--- config.mk ---
export PLATFORM = sky130hd
export DESIGN_NAME = agls_ctrl
export DESIGN_NICKNAME = d
export VERILOG_FILES = /design/src/design/agls_pkg.sv /design/src/design/agls_ctrl.sv
export SDC_FILE = /design/constraint.sdc
export NUM_CORES = 1
export LEC_CHECK = 0
export ABC_AREA = 1
export BUFFER_PORTS_ARGS = -buffer_cell sky130_fd_sc_hd__buf_2
export CAP_MARGIN = 5
export CORE_AREA = 2 2 39 41
export CTS_CLUSTER_DIAMETER = 200
export DETAILED_ROUTE_END_ITERATION = 8
export DIE_AREA = 0 0 41 43
export PLACE_DENSITY_LB_ADDON = 0.05
export SYNTH_ARGS = -nofsm -noshare
export SYNTH_HDL_FRONTEND = slang
export SYNTH_SLANG_ARGS = --single-unit
--- constraint.sdc ---
create_clock -name i_clk -period 1.14 [get_ports i_clk]
set_input_delay 0.057 -clock i_clk [delete_from_list [all_inputs] [get_ports i_clk]]
set_output_delay 0.057 -clock i_clk [all_outputs]
set_load 0.01 [all_outputs]
--- src/design/agls_pkg.sv ---
// ----------------------------------------------------------------------------
// agls_pkg
// Shared types and constants of the ASAP gate layer scheduler: gate and
// result payloads, register indexes, controller states and datapath ops.
// ----------------------------------------------------------------------------
package agls_pkg;

    localparam int DEF_MAX_QUBITS = 64;
    localparam int DEF_MAX_LAYERS = 1024;

    localparam int QUBIT_W = 6;
    localparam int LAYER_W = 11;
    localparam int NQ_W    = 7;
    localparam int CAP_W   = 13;
    localparam int APB_DW  = 32;
    localparam int APB_AW  = 3;

    localparam logic [NQ_W-1:0]  NQ_RESET  = 7'd64;
    localparam logic [CAP_W-1:0] CAP_RESET = 13'd1;

    typedef enum logic [1:0] {
        MODE_SINGLE  = 2'd0,
        MODE_PAIR    = 2'd1,
        MODE_GLOBAL  = 2'd2,
        MODE_BARRIER = 2'd3
    } t_mode;

    typedef enum logic [1:0] {
        ERR_OK    = 2'd0,
        ERR_QUBIT = 2'd1,
        ERR_FULL  = 2'd2
    } t_err;

    typedef enum logic {
        REG_NUM_QUBITS = 1'b0,
        REG_MAX_GATES  = 1'b1
    } t_reg_idx;

    typedef struct packed {
        t_mode                mode;
        logic [QUBIT_W-1:0]   qubit_a;
        logic [QUBIT_W-1:0]   qubit_b;
    } t_gate;

    typedef struct packed {
        logic [LAYER_W-1:0]   layer;
        logic [QUBIT_W-1:0]   qubit_low;
        logic [QUBIT_W-1:0]   qubit_high;
        logic [LAYER_W-1:0]   layer_total;
        t_err                 error;
    } t_result;

    typedef enum logic [3:0] {
        S_IDLE,
        S_DECODE,
        S_SCAN_RD,
        S_SCAN_CHK,
        S_COMMIT,
        S_PAIR_WB,
        S_MAX,
        S_MAX_END,
        S_ALIGN,
        S_SWEEP,
        S_DONE
    } t_state;

    typedef enum logic [3:0] {
        OP_NOP,
        OP_ACCEPT,
        OP_QERR,
        OP_SINGLE,
        OP_PAIR_INIT,
        OP_SCAN_RD,
        OP_SCAN_NEXT,
        OP_PAIR_COMMIT,
        OP_PAIR_WB,
        OP_FULL,
        OP_MAX_INIT,
        OP_MAX_RD,
        OP_ALIGN,
        OP_BAR_OPEN,
        OP_SWEEP_WR
    } t_dp_op;

    typedef struct packed {
        t_mode  mode;
        logic   qubit_err;
        logic   scan_end;
        logic   fill_full;
        logic   table_full;
        logic   cnt_last;
        logic   lsn;
    } t_dp_status;

endpackage

--- src/design/agls_ctrl.sv ---
// ----------------------------------------------------------------------------
// agls_ctrl
// Scheduler controller: sequences decode, layer scan, frontier sweeps and
// the result strobe, and issues one datapath op per cycle.
// ----------------------------------------------------------------------------
module agls_ctrl (
    input  logic                   i_clk,
    input  logic                   i_rst_n,
    input  logic                   i_start,
    input  agls_pkg::t_dp_status   i_status,
    output logic                   o_busy,
    output logic                   o_res_valid,
    output agls_pkg::t_dp_op       o_op
);
    import agls_pkg::*;

    t_state r_state;
    t_state n_state;

    always_ff @(posedge i_clk) begin
        if (!i_rst_n) begin
            r_state <= S_IDLE;
        end else begin
            r_state <= n_state;
        end
    end

    // next state
    always_comb begin
        n_state = r_state;
        case (r_state)
            S_IDLE: begin
                if (i_start) n_state = S_DECODE;
            end
            S_DECODE: begin
                case (i_status.mode)
                    MODE_SINGLE: n_state = S_DONE;
                    MODE_PAIR: begin
                        n_state = i_status.qubit_err ? S_DONE : S_SCAN_RD;
                    end
                    default: n_state = S_MAX;
                endcase
            end
            S_SCAN_RD: begin
                n_state = i_status.scan_end ? S_COMMIT : S_SCAN_CHK;
            end
            S_SCAN_CHK: begin
                n_state = i_status.fill_full ? S_SCAN_RD : S_COMMIT;
            end
            S_COMMIT: begin
                if (i_status.scan_end && i_status.table_full) n_state = S_DONE;
                else n_state = S_PAIR_WB;
            end
            S_PAIR_WB: n_state = S_DONE;
            S_MAX: begin
                if (i_status.cnt_last) n_state = S_MAX_END;
            end
            S_MAX_END: n_state = S_ALIGN;
            S_ALIGN: begin
                if (i_status.mode == MODE_BARRIER && i_status.lsn && i_status.table_full) begin
                    n_state = S_DONE;
                end else begin
                    n_state = S_SWEEP;
                end
            end
            S_SWEEP: begin
                if (i_status.cnt_last) n_state = S_DONE;
            end
            S_DONE: n_state = S_IDLE;
            default: n_state = S_IDLE;
        endcase
    end

    // outputs
    always_comb begin
        o_busy      = (r_state != S_IDLE);
        o_res_valid = (r_state == S_DONE);
        o_op        = OP_NOP;
        case (r_state)
            S_IDLE: begin
                if (i_start) o_op = OP_ACCEPT;
            end
            S_DECODE: begin
                case (i_status.mode)
                    MODE_SINGLE: o_op = i_status.qubit_err ? OP_QERR : OP_SINGLE;
                    MODE_PAIR:   o_op = i_status.qubit_err ? OP_QERR : OP_PAIR_INIT;
                    default:     o_op = OP_MAX_INIT;
                endcase
            end
            S_SCAN_RD: begin
                if (!i_status.scan_end) o_op = OP_SCAN_RD;
            end
            S_SCAN_CHK: begin
                if (i_status.fill_full) o_op = OP_SCAN_NEXT;
            end
            S_COMMIT: begin
                if (i_status.scan_end && i_status.table_full) o_op = OP_FULL;
                else o_op = OP_PAIR_COMMIT;
            end
            S_PAIR_WB: o_op = OP_PAIR_WB;
            S_MAX:     o_op = OP_MAX_RD;
            S_ALIGN: begin
                if (i_status.mode == MODE_BARRIER && i_status.lsn) begin
                    o_op = i_status.table_full ? OP_FULL : OP_BAR_OPEN;
                end else begin
                    o_op = OP_ALIGN;
                end
            end
            S_SWEEP: o_op = OP_SWEEP_WR;
            default: o_op = OP_NOP;
        endcase
    end

endmodule

==> results.toml <==
[run_status]
status = "finished with violations"
violations = "negative setup slack"

[timing]
finalCritPeriodShare_pct = 122.9
fmaxAchievable_mhz = 713.5
setup_viol = 6
tightestPinTransition_ps = 197.6
slew_headroom_pct = 86.77
fin_ws_ps = -261.6
final_hold_viol_count = 0
period_minus_slack_ps = 1402
slew_violations = 0
skew_ps = 1.123
rsz0062_at_grt = "true"

[finish]
top_register = "r_state"
largest_register_ffs = 4
diodes = 0
multi_input_area_sq_um = 439.2
drive_above_1_share_pct = 50.00
reg.largest.list = "r_state (4)"
layout_common_cells = "23 x nand2_1, 16 x buf_2, 12 x inv_1, 7 x nor2_4, 7 x nor2_1"
syn_to_final_growth_pct = 58.91
n_fill_cell = 140
final_common_cell = "nand2_1"
final-seq-area_sq_um = 95.09
instances_no_fill = 132
fin_nets = 129

[placement]
io_buffer_count = 16
routabilityCongestion = 0.8659
dp_cells = 128
hpwl_um = 1170

[worst_setup_path]
worstSetupStartpoint = "r_state[0]$_SDFFE_PN0P_"
r2r_start = "r_state[0]$_SDFFE_PN0P_"
cp-end-kind = "output port"
crit_path_start_kind = "flip-flop"
crit_type = "flip-flop to output port"
cp.arrival_ps = 1340
worst-path-max-fanout = 4
worst-endpoint-required_ps = 1080

[global_routing]
grt_pass1_vias = 633
grt_pass1_wl_um = 2477
grt-ovfl-total = 0
grt_antenna_before_repair = 0
grt_max_degree = 6
grtUsageTotal_pct = 20.64

[hold_path]
hp-start = "i_rst_n"
hp-class = "input pin to flip-flop"

[synthesis]
syn-cell-area_sq_um = 484.2
syn_area_per_cell_sq_um = 5.263
ys_ff_latch = 4
ys_types = 18
synth_seq_area_share_pct = 16.54
ys_warn_count = 0
syn_nets = 103
synth_cells = 92

[die]
fp.coreArea_sq_mm = 0.001384
die_y_um = 43
initial_core_util_pct = 34.99
die-area_sq_mm = 0.001763
rows = 14
ioPinCount = 17
die_x_um = 41

[job]
drv_cap = 0

[drt]
ant_nets = 0
drc = 0
vias_per_cell = 5.106
wl_um = 1514
dr.pass1.iters = 4
vias = 674
avgRoutedWirePerCell_um = 11.47
drt-initial-drc-count = 13

[cts]
cts_tree = "done"
clockBufferDepth = 2
cts_buffers = 3
cts_num_sinks = 4
clkLatencyLatePin_ps = 240
clk_pin_slew_ps = 30
h-tree-depth = 1
cts_root_buf = "clkbuf_4"

[pwr]
ir_drop_v = 0.0008959
power_density_mw_per_mm2 = 2393
power_leakage_uw = 0.0004027
power_uw = 1842
metrics by stage:
stage	TNS [ps]	hold WS, ps	util, %	worst slack (ps)	cell area (sq um)
after floorplan	0	227.2	-	70.65	484.2
after global placement	-490.1	358.7	44.39	-134.0	614.3
after detailed placement	-220.2	355.9	44.39	-88.91	614.3
after CTS	-741.3	112.7	52.71	-185.9	729.5
after global routing	-1417	156.6	55.61	-280.1	769.5
final	-924.8	112.9	55.61	-261.6	769.5
critical path, stage by stage (launching register included):
cell,delay [ps]
dfxtp_4,360
inv_4,80
nor2_4,40
nand2_2,120
nand2_4,80
nor3b_4,200
nand2_1,90
buf_2,150
power breakdown:
group / internal (uW) / switching (uW)
registers: 226 / 124
logic: 538 / 779
clock network: 118 / 56.7
total: 881 / 960
layer usage:
layer / vias to the layer above / GRT usage, % / routed length, um
met5: - / 0 / 0
met4: 0 / 15.33 / 38
met1: 306 / 23.32 / 629
li1: 343 / - / -
met3: 5 / 2.618 / 52
met2: 20 / 32.81 / 793
cell families (layout without fill, tap and decap cells):
| kind of cell | after synthesis | count (layout) | synth area share, % |
|---|---|---|---|
| AND/OR/NAND/NOR | 62 | 62 | 58.40 |
| AO/OA/AOI/OAI | 9 | 9 | 11.89 |
| buffers and inverters | 17 | 41 | 13.18 |
| flip-flops | 4 | 4 | 16.54 |
Yosys cell counts, drive strengths merged:
master	n	area (sq um)
inv	17	63.81
nand4	3	18.77
nor3b	1	7.510
nand2	30	112.6
nor3	1	5.000
nand3b	1	7.510
dfxtp	4	80.08
nand3	7	40.04
nor2	19	91.34
o21ai	1	5.000
a41oi	2	17.52
a31oi	1	6.260
a21oi	5	28.78
area by class of cell:
cell class / count / share of cell area, %
Sequential cell: 4 / 12.36
Clock buffer: 3 / 2.927
Inverter: 17 / 9.268
Multi-Input combinational cell: 71 / 57.07
Tap cell: 16 / 2.602
Timing Repair Buffer: 21 / 15.77
final timing paths:
kind	end	slack (ps)	cells past startpoint
worst max-delay path	o_op[3]	-260	7
worst min-delay path	r_state[1]$_SDFFE_PN0P_	110	3
worst max register to register	r_state[3]$_SDFFE_PN0P_	-30	7
worst min register to register	r_state[3]$_SDFFE_PN0P_	620	3
what timing repair did:
action | in CTS | in global routing
pin swaps | 8 | 5
resized for setup | 30 | 11
cloned | 0 | 0
setup buffers | 1 | 0
hold buffers | 0 | 0
setup endpoints to repair | 9 | 9
Note: power is estimated with default switching activity, not from simulation.
